File: src/rtl/tone_table_sequencer_defines.svh
// Assertion macros shared by the sequencer RTL.
// Both sample on clk and are off while rst_n is low.
`ifndef TONE_TABLE_SEQUENCER_DEFINES_SVH
`define TONE_TABLE_SEQUENCER_DEFINES_SVH

// Same-cycle implication.
`define TTS_ASSERT_IMPLY(label, ante, cons, msg) \
    label: assert property (@(posedge clk) disable iff (!rst_n) (ante) |-> (cons)) \
        else $error(msg);

// Next-cycle implication.
`define TTS_ASSERT_NEXT(label, ante, cons, msg) \
    label: assert property (@(posedge clk) disable iff (!rst_n) (ante) |=> (cons)) \
        else $error(msg);

`endif

File: src/rtl/tts_pkg.sv
package tts_pkg;

    localparam int TABLE_DEPTH_DEF = 64;

    localparam int FREQ_W     = 16;
    localparam int MS_W       = 16;
    localparam int TEMPO_W    = 16;
    localparam int TIME_W     = 24;
    localparam int COUNT_OUT_W = 7;
    localparam int ENTRY_W    = FREQ_W + MS_W;
    localparam int PROD_W     = MS_W + TEMPO_W;
    localparam int TEMPO_FRAC = 8;

    // iterative multiplier: one tempo digit per cycle
    localparam int DIGIT_W    = 4;
    localparam int MUL_STEPS  = TEMPO_W / DIGIT_W;
    localparam int STEP_CNT_W = $clog2(MUL_STEPS);

    localparam int PADDR_W = 4;
    localparam int PDATA_W = 32;

    localparam logic [TIME_W-1:0]  ELAPSED_SAT = '1;
    localparam logic [TEMPO_W-1:0] TEMPO_RST   = 16'd256;
    localparam int ZIGZAG_BACK = 2;

    typedef enum logic [1:0] {
        REG_TEMPO  = 2'd0,
        REG_REPEAT = 2'd1,
        REG_ZIGZAG = 2'd2
    } reg_idx_t;

    typedef enum logic [1:0] {
        OP_TICK   = 2'd0,
        OP_APPEND = 2'd1,
        OP_CLEAR  = 2'd2,
        OP_REWIND = 2'd3
    } op_t;

    typedef enum logic [1:0] {
        ST_IDLE,
        ST_FETCH,
        ST_MUL
    } state_t;

    typedef struct packed {
        logic [TEMPO_W-1:0] tempo_q8;
        logic               repeat_on;
        logic               zigzag_on;
    } cfg_t;

    typedef struct packed {
        logic               start;
        logic [MS_W-1:0]    multiplicand;
        logic [TEMPO_W-1:0] multiplier;
    } mul_req_t;

    typedef struct packed {
        logic                   playing;
        logic                   note_start;
        logic [FREQ_W-1:0]      start_freq;
        logic [TIME_W-1:0]      start_ms;
        logic                   silence;
        logic                   table_full;
        logic [COUNT_OUT_W-1:0] stored_count;
    } res_t;

endpackage

File: src/rtl/tts_ram.sv
module tts_ram #(
    parameter int WIDTH = 32,
    parameter int DEPTH = 64
) (
    input  logic                     clk,
    input  logic                     we,
    input  logic [$clog2(DEPTH)-1:0] waddr,
    input  logic [WIDTH-1:0]         wdata,
    input  logic                     re,
    input  logic [$clog2(DEPTH)-1:0] raddr,
    output logic [WIDTH-1:0]         rdata
);

    logic [WIDTH-1:0] mem [DEPTH];
    logic [WIDTH-1:0] rdata_reg;

    always_ff @(posedge clk)
    begin
        if (we)
        begin
            mem[waddr] <= wdata;
        end
        if (re)
        begin
            rdata_reg <= mem[raddr];
        end
    end

    assign rdata = rdata_reg;

endmodule

File: src/rtl/tts_mul.sv
// Digit-serial multiplier, Horner form: acc = acc*16 + a*digit, MSB digit first.
module tts_mul (
    input  logic                          clk,
    input  logic                          rst_n,
    input  tts_pkg::mul_req_t             req,
    output logic                          done,
    output logic [tts_pkg::PROD_W-1:0]    product
);

    localparam int AW = tts_pkg::MS_W;
    localparam int BW = tts_pkg::TEMPO_W;
    localparam int DW = tts_pkg::DIGIT_W;
    localparam int PW = tts_pkg::PROD_W;

    logic                          run_reg,  run_next;
    logic                          done_reg, done_next;
    logic [tts_pkg::STEP_CNT_W-1:0] cnt_reg, cnt_next;
    logic [AW-1:0]                 a_reg, a_next;
    logic [BW-1:0]                 b_reg, b_next;
    logic [PW-1:0]                 acc_reg, acc_next;
    logic [AW+DW-1:0]              partial;

    assign partial = a_reg * b_reg[BW-1 -: DW];

    always_comb
    begin
        run_next  = run_reg;
        done_next = 1'b0;
        cnt_next  = cnt_reg;
        a_next    = a_reg;
        b_next    = b_reg;
        acc_next  = acc_reg;
        if (req.start)
        begin
            run_next = 1'b1;
            cnt_next = '0;
            a_next   = req.multiplicand;
            b_next   = req.multiplier;
            acc_next = '0;
        end
        else if (run_reg)
        begin
            acc_next = {acc_reg[PW-DW-1:0], {DW{1'b0}}} + PW'(partial);
            b_next   = {b_reg[BW-DW-1:0], {DW{1'b0}}};
            cnt_next = cnt_reg + 1'b1;
            if (cnt_reg == tts_pkg::STEP_CNT_W'(tts_pkg::MUL_STEPS - 1))
            begin
                run_next  = 1'b0;
                done_next = 1'b1;
            end
        end
    end

    always_ff @(posedge clk or negedge rst_n)
    begin
        if (!rst_n)
        begin
            run_reg  <= 1'b0;
            done_reg <= 1'b0;
            cnt_reg  <= '0;
        end
        else
        begin
            run_reg  <= run_next;
            done_reg <= done_next;
            cnt_reg  <= cnt_next;
        end
    end

    always_ff @(posedge clk)
    begin
        a_reg   <= a_next;
        b_reg   <= b_next;
        acc_reg <= acc_next;
    end

    assign done    = done_reg;
    assign product = acc_reg;

endmodule

File: src/rtl/tts_core.sv
module tts_core #(
    parameter int TABLE_DEPTH = tts_pkg::TABLE_DEPTH_DEF
) (
    input  logic                        clk,
    input  logic                        rst_n,
    input  logic                        start,
    input  logic [1:0]                  operation,
    input  logic [tts_pkg::FREQ_W-1:0]  note_freq,
    input  logic [tts_pkg::MS_W-1:0]    note_ms,
    input  tts_pkg::cfg_t               cfg,
    output logic                        busy,
    output logic                        done,
    output tts_pkg::res_t               res
);

    localparam int AW = $clog2(TABLE_DEPTH);
    localparam int CW = $clog2(TABLE_DEPTH + 1);
    localparam int PW = CW + 1;
    localparam int TW = tts_pkg::TIME_W;

    tts_pkg::state_t        state_reg, state_next;
    logic [CW-1:0]          count_reg, count_next;
    logic signed [PW-1:0]   pos_reg, pos_next;
    logic                   fwd_reg, fwd_next;
    logic [TW-1:0]          elapsed_reg, elapsed_next;
    logic [TW-1:0]          wait_reg, wait_next;
    logic [tts_pkg::FREQ_W-1:0] freq_hold_reg, freq_hold_next;
    tts_pkg::res_t          res_reg, res_next;
    logic                   done_reg, done_next;

    logic                   accept;
    logic                   ram_we;
    logic [tts_pkg::ENTRY_W-1:0] ram_rdata;
    tts_pkg::mul_req_t      mul_req;
    logic                   mul_done;
    logic [tts_pkg::PROD_W-1:0] mul_prod;

    logic [TW-1:0]          elapsed_inc;
    logic                   due;
    logic                   in_range;
    logic signed [PW-1:0]   cnt_s;
    logic signed [PW-1:0]   pos_step;
    logic [TW-1:0]          len;

    assign accept = start && (state_reg == tts_pkg::ST_IDLE);
    assign busy   = (state_reg != tts_pkg::ST_IDLE);

    assign cnt_s       = PW'(count_reg);
    assign elapsed_inc = (elapsed_reg == tts_pkg::ELAPSED_SAT) ? elapsed_reg
                                                               : elapsed_reg + 1'b1;
    assign due         = (elapsed_inc > wait_reg);
    assign in_range    = !pos_reg[PW-1] && (pos_reg < cnt_s);
    assign pos_step    = fwd_reg ? pos_reg + PW'(1) : pos_reg - PW'(1);
    assign len         = mul_prod[tts_pkg::TEMPO_FRAC +: TW];

    assign mul_req.start        = (state_reg == tts_pkg::ST_FETCH);
    assign mul_req.multiplicand = ram_rdata[tts_pkg::ENTRY_W-1 -: tts_pkg::MS_W];
    assign mul_req.multiplier   = cfg.tempo_q8;

    tts_ram #(
        .WIDTH (tts_pkg::ENTRY_W),
        .DEPTH (TABLE_DEPTH)
    ) u_table (
        .clk   (clk),
        .we    (ram_we),
        .waddr (count_reg[AW-1:0]),
        .wdata ({note_ms, note_freq}),
        .re    (accept),
        .raddr (pos_reg[AW-1:0]),
        .rdata (ram_rdata)
    );

    tts_mul u_mul (
        .clk     (clk),
        .rst_n   (rst_n),
        .req     (mul_req),
        .done    (mul_done),
        .product (mul_prod)
    );

    always_comb
    begin
        tts_pkg::res_t r;
        logic          fin;

        state_next     = state_reg;
        count_next     = count_reg;
        pos_next       = pos_reg;
        fwd_next       = fwd_reg;
        elapsed_next   = elapsed_reg;
        wait_next      = wait_reg;
        freq_hold_next = freq_hold_reg;
        ram_we         = 1'b0;
        r              = '0;
        fin            = 1'b0;

        case (state_reg)
            tts_pkg::ST_IDLE:
            begin
                if (start)
                begin
                    case (tts_pkg::op_t'(operation))
                        tts_pkg::OP_TICK:
                        begin
                            elapsed_next = elapsed_inc;
                            if (!due)
                            begin
                                r.playing = 1'b1;
                                fin       = 1'b1;
                            end
                            else if (!in_range)
                            begin
                                fin = 1'b1;
                            end
                            else
                            begin
                                state_next = tts_pkg::ST_FETCH;
                            end
                        end
                        tts_pkg::OP_APPEND:
                        begin
                            if (count_reg < CW'(TABLE_DEPTH))
                            begin
                                ram_we     = 1'b1;
                                count_next = count_reg + 1'b1;
                            end
                            else
                            begin
                                r.table_full = 1'b1;
                            end
                            fin = 1'b1;
                        end
                        tts_pkg::OP_CLEAR:
                        begin
                            count_next   = '0;
                            pos_next     = '0;
                            fwd_next     = 1'b1;
                            elapsed_next = tts_pkg::ELAPSED_SAT;
                            fin          = 1'b1;
                        end
                        tts_pkg::OP_REWIND:
                        begin
                            r.silence = 1'b1;
                            pos_next  = '0;
                            fin       = 1'b1;
                        end
                        default:
                        begin
                            fin = 1'b1;
                        end
                    endcase
                end
            end
            tts_pkg::ST_FETCH:
            begin
                freq_hold_next = ram_rdata[tts_pkg::FREQ_W-1:0];
                state_next     = tts_pkg::ST_MUL;
            end
            tts_pkg::ST_MUL:
            begin
                if (mul_done)
                begin
                    wait_next    = len;
                    elapsed_next = '0;
                    r.playing    = 1'b1;
                    r.note_start = 1'b1;
                    r.start_freq = freq_hold_reg;
                    r.start_ms   = len;
                    fin          = 1'b1;
                    state_next   = tts_pkg::ST_IDLE;
                    // step, then fold back at the table ends when repeating
                    pos_next = pos_step;
                    if (cfg.repeat_on && (pos_step >= cnt_s))
                    begin
                        if (cfg.zigzag_on)
                        begin
                            pos_next = cnt_s - PW'(tts_pkg::ZIGZAG_BACK);
                            fwd_next = !fwd_reg;
                        end
                        else
                        begin
                            pos_next = '0;
                        end
                    end
                    else if (cfg.repeat_on && pos_step[PW-1])
                    begin
                        if (cfg.zigzag_on)
                        begin
                            pos_next = PW'(1);
                            fwd_next = !fwd_reg;
                        end
                        else
                        begin
                            pos_next = cnt_s - PW'(1);
                        end
                    end
                end
            end
            default:
            begin
                state_next = tts_pkg::ST_IDLE;
            end
        endcase

        r.stored_count = tts_pkg::COUNT_OUT_W'(count_next);
        res_next  = fin ? r : res_reg;
        done_next = fin;
    end

    always_ff @(posedge clk or negedge rst_n)
    begin
        if (!rst_n)
        begin
            state_reg   <= tts_pkg::ST_IDLE;
            count_reg   <= '0;
            pos_reg     <= '0;
            fwd_reg     <= 1'b1;
            elapsed_reg <= tts_pkg::ELAPSED_SAT;
            wait_reg    <= '0;
            done_reg    <= 1'b0;
        end
        else
        begin
            state_reg   <= state_next;
            count_reg   <= count_next;
            pos_reg     <= pos_next;
            fwd_reg     <= fwd_next;
            elapsed_reg <= elapsed_next;
            wait_reg    <= wait_next;
            done_reg    <= done_next;
        end
    end

    always_ff @(posedge clk)
    begin
        freq_hold_reg <= freq_hold_next;
        res_reg       <= res_next;
    end

    assign done = done_reg;
    assign res  = res_reg;

endmodule

File: src/rtl/tone_table_sequencer.sv
// channel   | handshake                     | payload
// ----------+-------------------------------+------------------------------------------
// item in   | start, busy                   | operation, note_freq, note_ms
// result    | done (one-cycle strobe)       | playing, note_start, start_freq, start_ms,
//           |                               | silence, table_full, stored_count
// config    | psel, penable, pwrite, pready | paddr, pwdata, prdata
//
// Append, clear, rewind and ticks that issue nothing: result the cycle after accept, no busy.
// A tick that issues a note reads the table, then runs the 4-step digit-serial
// tempo multiplier; busy stays high and no new item is taken until its result is registered.
// rst_n is asynchronous; the note table itself is not cleared (fill count guards it).
// Results cannot be stalled; done marks each item's result for one cycle.
`include "tone_table_sequencer_defines.svh"

module tone_table_sequencer #(
    parameter int TABLE_DEPTH = tts_pkg::TABLE_DEPTH_DEF
) (
    input  logic                            clk,
    input  logic                            rst_n,
    input  logic                            start,
    output logic                            busy,
    input  logic [1:0]                      operation,
    input  logic [tts_pkg::FREQ_W-1:0]      note_freq,
    input  logic [tts_pkg::MS_W-1:0]        note_ms,
    output logic                            done,
    output logic                            playing,
    output logic                            note_start,
    output logic [tts_pkg::FREQ_W-1:0]      start_freq,
    output logic [tts_pkg::TIME_W-1:0]      start_ms,
    output logic                            silence,
    output logic                            table_full,
    output logic [tts_pkg::COUNT_OUT_W-1:0] stored_count,
    input  logic                            psel,
    input  logic                            penable,
    input  logic                            pwrite,
    input  logic [tts_pkg::PADDR_W-1:0]     paddr,
    input  logic [tts_pkg::PDATA_W-1:0]     pwdata,
    output logic [tts_pkg::PDATA_W-1:0]     prdata,
    output logic                            pready
);

    logic [tts_pkg::TEMPO_W-1:0] tempo_reg, tempo_next;
    logic                        repeat_reg, repeat_next;
    logic                        zigzag_reg, zigzag_next;
    logic                        cfg_wr;
    tts_pkg::reg_idx_t           reg_sel;
    tts_pkg::cfg_t               cfg;
    tts_pkg::res_t               res;

    assign pready  = 1'b1;
    assign cfg_wr  = psel && penable && pwrite && pready;
    assign reg_sel = tts_pkg::reg_idx_t'(paddr[3:2]);

    always_comb
    begin
        tempo_next  = tempo_reg;
        repeat_next = repeat_reg;
        zigzag_next = zigzag_reg;
        prdata      = '0;
        case (reg_sel)
            tts_pkg::REG_TEMPO:
            begin
                prdata = tts_pkg::PDATA_W'(tempo_reg);
                if (cfg_wr)
                begin
                    tempo_next = pwdata[tts_pkg::TEMPO_W-1:0];
                end
            end
            tts_pkg::REG_REPEAT:
            begin
                prdata = tts_pkg::PDATA_W'(repeat_reg);
                if (cfg_wr)
                begin
                    repeat_next = pwdata[0];
                end
            end
            tts_pkg::REG_ZIGZAG:
            begin
                prdata = tts_pkg::PDATA_W'(zigzag_reg);
                if (cfg_wr)
                begin
                    zigzag_next = pwdata[0];
                end
            end
            default:
            begin
                prdata = '0;
            end
        endcase
    end

    always_ff @(posedge clk or negedge rst_n)
    begin
        if (!rst_n)
        begin
            tempo_reg  <= tts_pkg::TEMPO_RST;
            repeat_reg <= 1'b0;
            zigzag_reg <= 1'b0;
        end
        else
        begin
            tempo_reg  <= tempo_next;
            repeat_reg <= repeat_next;
            zigzag_reg <= zigzag_next;
        end
    end

    assign cfg.tempo_q8  = tempo_reg;
    assign cfg.repeat_on = repeat_reg;
    assign cfg.zigzag_on = zigzag_reg;

    tts_core #(
        .TABLE_DEPTH (TABLE_DEPTH)
    ) u_core (
        .clk       (clk),
        .rst_n     (rst_n),
        .start     (start),
        .operation (operation),
        .note_freq (note_freq),
        .note_ms   (note_ms),
        .cfg       (cfg),
        .busy      (busy),
        .done      (done),
        .res       (res)
    );

    assign playing      = res.playing;
    assign note_start   = res.note_start;
    assign start_freq   = res.start_freq;
    assign start_ms     = res.start_ms;
    assign silence      = res.silence;
    assign table_full   = res.table_full;
    assign stored_count = res.stored_count;

    // non-tick items answer on the next cycle and never issue a note
    `TTS_ASSERT_NEXT(a_quick_result, start && !busy && (operation != tts_pkg::OP_TICK), done && !note_start, "non-tick item did not finish in one cycle")
    // an issued note always comes out of the multiply path
    `TTS_ASSERT_IMPLY(a_issue_after_busy, done && note_start, $past(busy) && playing, "note issued without table read and multiply")
    // refused append only when the table holds its full depth
    `TTS_ASSERT_IMPLY(a_full_count, done && table_full, stored_count == tts_pkg::COUNT_OUT_W'(TABLE_DEPTH), "table_full with table not full")

endmodule

File: config.mk
export PLATFORM = sky130hd
export DESIGN_NAME = tone_table_sequencer
export DESIGN_NICKNAME = d
export VERILOG_FILES = /design/src/rtl/tts_pkg.sv /design/src/rtl/tts_ram.sv /design/src/rtl/tts_mul.sv /design/src/rtl/tts_core.sv /design/src/rtl/tone_table_sequencer.sv
export VERILOG_INCLUDE_DIRS = /design/src /design/src/rtl
export SDC_FILE = /design/constraint.sdc
export NUM_CORES = 2
export LEC_CHECK = 0
export ABC_AREA = 1
export BUFFER_PORTS_ARGS = -buffer_cell sky130_fd_sc_hd__buf_4
export CAP_MARGIN = 30
export CORE_MARGIN = 4
export CORE_UTILIZATION = 47
export DETAILED_ROUTE_END_ITERATION = 6
export GPL_TIMING_DRIVEN = 0
export SLEW_MARGIN = 20
export SYNTH_ARGS = -nofsm -noshare
export SYNTH_HDL_FRONTEND = slang
export SYNTH_SLANG_ARGS = --single-unit
File: constraint.sdc
create_clock -name clk -period 3.95 [get_ports clk]
set_input_delay 0.1975 -clock clk [delete_from_list [all_inputs] [get_ports clk]]
set_output_delay 0.1975 -clock clk [all_outputs]
set_load 0.02 [all_outputs]
# --- Word level (Yosys, flattened, before mapping) ---
# Memory sizes are Yosys's and may differ from the RTL's. A register that Yosys moved wholly into a read port is not among the register bits.
# Cells that the tools add are included.
# W data, S select, Z words.
totals:
  regBits: 220
  mem_bits_rw: 2048
  in_bits: 76
  output_inout_bits: 86
  elab_cells: 143
  memories: 1
classes:
  addsub: 8
  n_mul: 1
  n_lt_le_gt_ge: 4
  n_eq_ne: 18
  mux: 61
  reduce_logical: 26
memory_table:
  columns: ["memory", "words", "width", "read_ports", "rd_ports_with_merged_regs", "wr", "line_no", "text"]
  rows:
  - ["u_core.u_table.mem", 64, 32, 1, 1, 1, "tts_ram.sv:14", "logic [WIDTH-1:0] mem [DEPTH];"]
ops:
  columns: ["op", "count"]
  rows:
  - ["$pmux W24 S2", 2]
  - ["$mux W24", 3]
  - ["$mux W8", 8]
  - ["$pmux W16 S3", 1]
  - ["$mux W42", 1]
  - ["$add A32 B20 Y32", 1]
  - ["$mux W16", 2]
  - ["$mux W1", 27]
  - ["$add A24 B1 Y24 const B", 1]
  - ["$eq A24 B24 Y1 const B", 1]
  - ["$gt A24 B24 Y1", 1]
  - ["$mux W7", 3]
  - ["$mul A16 B4 Y20", 1]
  - ["$pmux W8 S2", 1]
  - ["$mux W2", 7]
  - ["$pmux W7 S2", 1]
  - ["$eq A2 B2 Y1 const B", 5]
  - ["$ne A2 B2 Y1 const B", 5]
  - ["$reduce_and A2 Y1", 5]
  - ["$reduce_and A5 Y1", 2]
  - ["$add A8 B2 Y8 const B", 1]
  - ["$ge A8 B8 Y1", 1]
  - ["$lt A8 B8 Y1", 1]
  - ["$pmux W1 S2", 4]
  - ["other kinds (19)", 33]

# --- Depth between registers and ports, before layout ---
depth:
  depth_word: 7
  mapped_depth: 22
  mapped_depth_nobuf: 22

# --- Modules after synthesis ---
# A second synthesis with hierarchy kept.
hier_totals:
  hier_cells: 8587
  area_unflattened_um2: 97493.5
by_module_without_submodules:
  columns: ["mod", "instances", "cells_per_inst", "area_each_um2", "seq_area_each_um2"]
  rows:
  - ["tts_ram", 1, 6769, 83062.2, 62459.9]
  - ["tts_core", 1, 887, 7672.4, 3719.8]
  - ["tts_mul", 1, 789, 5731.7, 1701.6]
  - ["tone_table_sequencer", 1, 142, 1027.2, 451.7]

# --- Worst setup path before layout ---
# OpenSTA, ideal clock, no wires.
synth_timing:
  kind: "reg-to-reg"
  start: "register u_core.elapsed_reg[0]"
  end: "register u_core.res_reg (netlist bit u_core.res[0]), enable pin"
  setup_time_ps: 406
  t_arrival_ps: 3603
  required_ps: 3544
  path_slack_ps: -59
  stages_incl_launch_ff: 19
  n_path_buf: 1
  synth_period_minus_slack_ps: 4009
  cell_sequence: "dfstp_2 -> ha_1 -> inv_1 -> nor3_2 -> nand2_1 -> nor2_2 -> nand2_1 -> buf_2 -> nand2_1 -> ha_1 -> nand2_1 -> nor2_1 -> nand4_1 -> nor3_1 -> nand3_1 -> and2_1 -> nand3_1 -> nand2_1 -> inv_1"
synth_between:
  elab_chain_cells: 7
  word_cells_on_any_way: 8
  cone_classes: "add/sub: 1; order compare: 1; eq/ne: 1; mux: 5"
synth_rtl:
  columns: ["element", "line_no", "text"]
  rows:
  - ["start: declaration", "tts_core.sv:25", "logic [TW-1:0] elapsed_reg, elapsed_next;"]
  - ["start signal: assignment", "tts_core.sv:218", "elapsed_reg <= tts_pkg::ELAPSED_SAT;"]
  - ["start signal: assignment", "tts_core.sv:228", "elapsed_reg <= elapsed_next;"]
  - ["$add A24 B1 Y24 or $eq A24 B24 Y1 (tied branches)", "tts_core.sv:50, tts_core.sv:49", null]
  - ["$mux W24 *", "tts_core.sv:49", "assign elapsed_inc = (elapsed_reg == tts_pkg::ELAPSED_SAT) ? elapsed_reg"]
  - ["$gt A24 B24 Y1 *", "tts_core.sv:51", "assign due = (elapsed_inc > wait_reg);"]
  - ["$mux W1 *", "tts_core.sv:106", "if (!due)"]
  - ["$pmux W1 S2 *", "tts_core.sv:102", "case (tts_pkg::op_t'(operation))"]
  - ["$mux W1 *", "tts_core.sv:100", "if (start)"]
  - ["$pmux W1 S2 *", "tts_core.sv:97", "case (state_reg)"]
  - ["via u_core.done_next", "tts_core.sv:29", "logic done_reg, done_next;"]
  - ["end signal: assignment", "tts_core.sv:237", "res_reg <= res_next;"]
  - ["end: declaration", "tts_core.sv:28", "tts_pkg::res_t res_reg, res_next;"]
# The timed path passes the listed nets; every way through them passes the cells marked *.
# A chain may end at the register's enable or synchronous reset.

# --- Worst setup path after layout ---
layout_timing:
  start: "register u_core.state_reg[0]"
  end: "memory u_core.u_table.mem[36][16], enable pin"
layout_between:
  elab_chain_cells: 4
layout_rtl:
  columns: ["element", "line_no", "text"]
  rows:
  - ["start: declaration", "tts_core.sv:21", "tts_pkg::state_t state_reg, state_next;"]
  - ["start signal: assignment", "tts_core.sv:214", "state_reg <= tts_pkg::ST_IDLE;"]
  - ["start signal: assignment", "tts_core.sv:224", "state_reg <= state_next;"]
  - ["$logic_not A2 Y1", "tts_core.sv:97", null]
  - ["$mux W1", "tts_core.sv:97", null]
  - ["$mux W1", "tts_ram.sv:19", "if (we)"]
  - ["$mux W1 (not written as such)", "tts_ram.sv:21", "mem[waddr] <= wdata;"]
  - ["end: declaration", "tts_ram.sv:14", null]
# Every way passes these cells.

==> flow_metrics.env <==
export IMPL_run_status="finished with violations"
export IMPL_failed_checks="design-rule violations, negative setup slack"
export IMPL_netlist_instances=7904
export IMPL_die_w_um=458
export IMPL_multiInputGateArea_um2=24400
export IMPL_share_clk_of_total_power_pct=30.1
export IMPL_critPathRequiredTime_ns=4.53
export IMPL_start_util_pct=47.4
export IMPL_netlist_cell_type_count=47
export IMPL_global_route_usage_total_pct=33.5
export IMPL_drive_above_1_share_pct=12.3
export IMPL_drtPass1Iterations=7
export IMPL_routed_via_density=6.26
export IMPL_grt_pass1_vias=65300
export IMPL_crit_fanout=35
export IMPL_finClkSkew_ns=0.0725
export IMPL_proportion_of_netlist_area_held_by_the_largest_area_contributor_pct=68.7
export IMPL_max_slew_worst_pin_slew_ns=1.17
export IMPL_finalWorstSetupSlack_ns=-0.190
export IMPL_cp_endpoint="u_core.u_table.mem[36][16]"
export IMPL_core_area_um2=201000
export IMPL_reg2reg_depth=10
export IMPL_rr_endpoint="u_core.u_table.mem[36][16]"
export IMPL_grt_remaining_overflow=0
export IMPL_period_needed_ns=4.14
export IMPL_worst_slew_margin_rel_pct=22.2
export IMPL_clock_root_buffer="clkbuf_16"
export IMPL_initialDrtViolationCount=11500
export IMPL_ys_warnings_count=0
export IMPL_clock_latency_ns=0.92
export IMPL_maximum_clock_insertion_buffer_count=3
export IMPL_intPower_mw=47.1
export IMPL_post_synth_instance_area_um2=95200
export IMPL_finalHoldViolations=0
export IMPL_r2r_start="u_core.state_reg[0]"
export IMPL_leakage_nw=40.4
export IMPL_pwr_share_seq_pct=39.3
export IMPL_routedWlPerCell_um=32.0
export IMPL_report_final_setup_viol=83
export IMPL_synth_top_flop_cell="edfxtp_1"
export IMPL_die_extent_in_y_um=458
export IMPL_min_period_over_period_pct=105
export IMPL_detail_route_antenna_nets=0
export IMPL_drt_drc_violations_left=12
export IMPL_synth_enable_flop_cells=2179
export IMPL_synth_async_reset_ratio_pct=3.87
export IMPL_clk_pin_slew_ns=0.06
export IMPL_comb_power_share_pct=30.6
export IMPL_number_of_flip_flops_and_latches_in_the_synthesized_netlist=2300
export IMPL_worst_case_register_to_register_setup_slack_ns=-0.19
export IMPL_setup_worst_path_end_class="register"
export IMPL_place_hpwl_um=244000
export IMPL_grt_first_pass_wirelength_um=496000
export IMPL_critPathKind="register to register"
export IMPL_globalplace_congestion=1.02
export IMPL_synth_top_cells_by_count="edfxtp_1, nor2_1, o21ai_0"
export IMPL_max_cap_violations=0
export IMPL_hold_path_class="input port to register"
export IMPL_grt_max_degree=76
export IMPL_clock_tree_from_tritoncts="yes"
export IMPL_fmax_ghz=0.242
export IMPL_crit_family="simple AND/OR/NAND/NOR gates"
export IMPL_vdd_ir_drop_worst_mv=0.500
export IMPL_post_route_setup_tns_ns=-6.91
export IMPL_largest_reg_flops=2048
export IMPL_fp_dieArea_um2=210000
export IMPL_port_buffers=126
export IMPL_power_switching_mw=25.7
export IMPL_synthMostInstantiatedCell="edfxtp_1"
export IMPL_final_max_slew_viol_count=0
export IMPL_setup_worst_path_start_class="register"
export IMPL_sw_frac_of_total_pct=35.3
export IMPL_ios=162
export IMPL_timing_critical_path_cells="nor2_1 > nand2_1 > inv_4 > nand2_1 > nor2_2 > nand3_1 > nor2_4 > buf_12 > buf_12 > buf_16"
export IMPL_cts_htree_levels=4
export IMPL_grt_setup_unrepaired="true"
export IMPL_finalWirelength_um=365000
export IMPL_final_net_count=8763
export IMPL_grt_antenna_before_repair=16
export IMPL_pre_cts_ws_ns=-0.842
export IMPL_arrival_time_at_the_worst_endpoint_ns=4.72
export IMPL_syn_mean_instance_area_um2=12.0
export IMPL_rows=164
export IMPL_netlist_top_cells_area="edfxtp_1, o21ai_0, nor2_1"
export IMPL_critical_path_slowest_cell="nand3_1"
export IMPL_cts_bufs_inserted=228
export IMPL_worstPathBufferInverterCount=4
export IMPL_ff_latch_area_um2=68300
export IMPL_clkSinkCount=2300
export IMPL_via_count=71500
export IMPL_timing_critical_path_slowest_cell_delay_ns=0.69
export IMPL_number_of_fill_cells_in_the_layout=16300
export IMPL_cp_depth=10
export IMPL_yosysSeqAreaShare_pct=71.8
export IMPL_critical_path_startpoint="u_core.state_reg[0]"
export IMPL_synthDominantAreaCellType="edfxtp_1"
export IMPL_area_growth_synth_to_final_pct=18.7
export IMPL_powerDensity_nw_per_um2=644
-- per-layer routing --
layer	up-vias	track usage, %	routed length [µm]
met2	5620	49.0	157000
met1	34900	44.5	131000
met4	14	18.6	24100
met3	1141	10.5	52100
met5	-	0	197
li1	29700	-	-
-- layout by cell type (no fill, tap or decap), types with 15 or more instances in the layout --
master            n
a21oi_1          79
and2_1           17
buf_1            37
buf_12           89
buf_16           79
buf_2           130
buf_4           220
buf_6            15
bufinv_16        24
clkbuf_1        311
clkbuf_16       234
clkinv_1         55
clkinv_2         44
conb_1           17
dfrtp_1          63
dfstp_2          26
dfxtp_1          32
dlygate4sd3_1    60
edfxtp_1       2179
fa_1             43
ha_1             72
inv_1           316
inv_2            16
nand2_1         967
nand2_2          15
nand3_1         416
nand4_1          29
nor2_1         1199
nor2_4           68
nor3_1           18
o211ai_1         17
o21ai_0        1106
o21ai_1          39
o21bai_1         26
o22ai_1         515
xor2_1           24
-- logic make-up after synthesis --
logic type,count (synthesis),share of synthesized area (%)
compound gates,1820,10.4
xor+xnor,33,0.304
fa+ha+maj,130,2.06
buf+inv,846,3.74
flops,2300,71.8
other cells,2,0.00789
simple gates,2773,11.7
-- stage by stage --
stage,cell area [µm²],util [%],std cells,power (mW),hold WS [ns]
floorplan,95300,-,7919,40.6,-0.0981
global placement,99500,49.6,10700,48.1,0.404
detailed placement,104000,51.6,10900,48.4,0.321
CTS,112000,55.8,11300,70.3,0.0533
global route,113000,56.3,11400,75.4,0.0792
finish,113000,56.3,11400,72.7,0.0959
-- area by class of cell --
class                           count  area share [%]
Antenna cell                       11          0.0244
Buffer                            501            2.05
Clock buffer                      280            5.37
Clock inverter                    137            1.19
Inverter                          341            1.14
Multi-Input combinational cell   4773            21.6
Sequential cell                  2300            60.4
Tap cell                         2656            2.94
Timing Repair Buffer              411            5.27
Timing Repair inverter              1         0.00664
-- worst min path at each step --
stage / start / endpoint / cells past startpoint
after floorplan: rst_n / repeat_reg / 0
after global placement: u_core.u_table.rdata[6] / u_core.freq_hold_reg[6] / 0
after detailed placement: rst_n / tempo_reg[5] / 1
after CTS: penable / zigzag_reg / 4
after global routing: penable / zigzag_reg / 4
final: penable / zigzag_reg / 4
-- power by group through the flow --
stage	registers, mW	clock network (mW)	logic (mW)
after CTS	28.6	21.9	19.8
final	28.6	21.9	22.3
after global routing	28.7	22.9	23.8
after global placement	29.1	0	19.0
after floorplan	29.1	0	11.6
after detailed placement	29.1	0	19.4
-- worst min-delay path: cells and delay by family --
family	cells	cell delay (ns)
buffers and inverters	1	0.11
AOI/OAI and AO/OA	1	0.27
and+or+nand+nor	2	0.25
-- what timing repair did --
action,in CTS,in global routing
endpoints found under the hold margin,2088,0
endpoints found under the setup margin,1113,767
setup buffers,23,47
hold buffers,60,0
gates cloned,1,2
gates resized for setup,43,116
pin swaps,13,38
No activity file was read; power rests on OpenSTA's default activity.
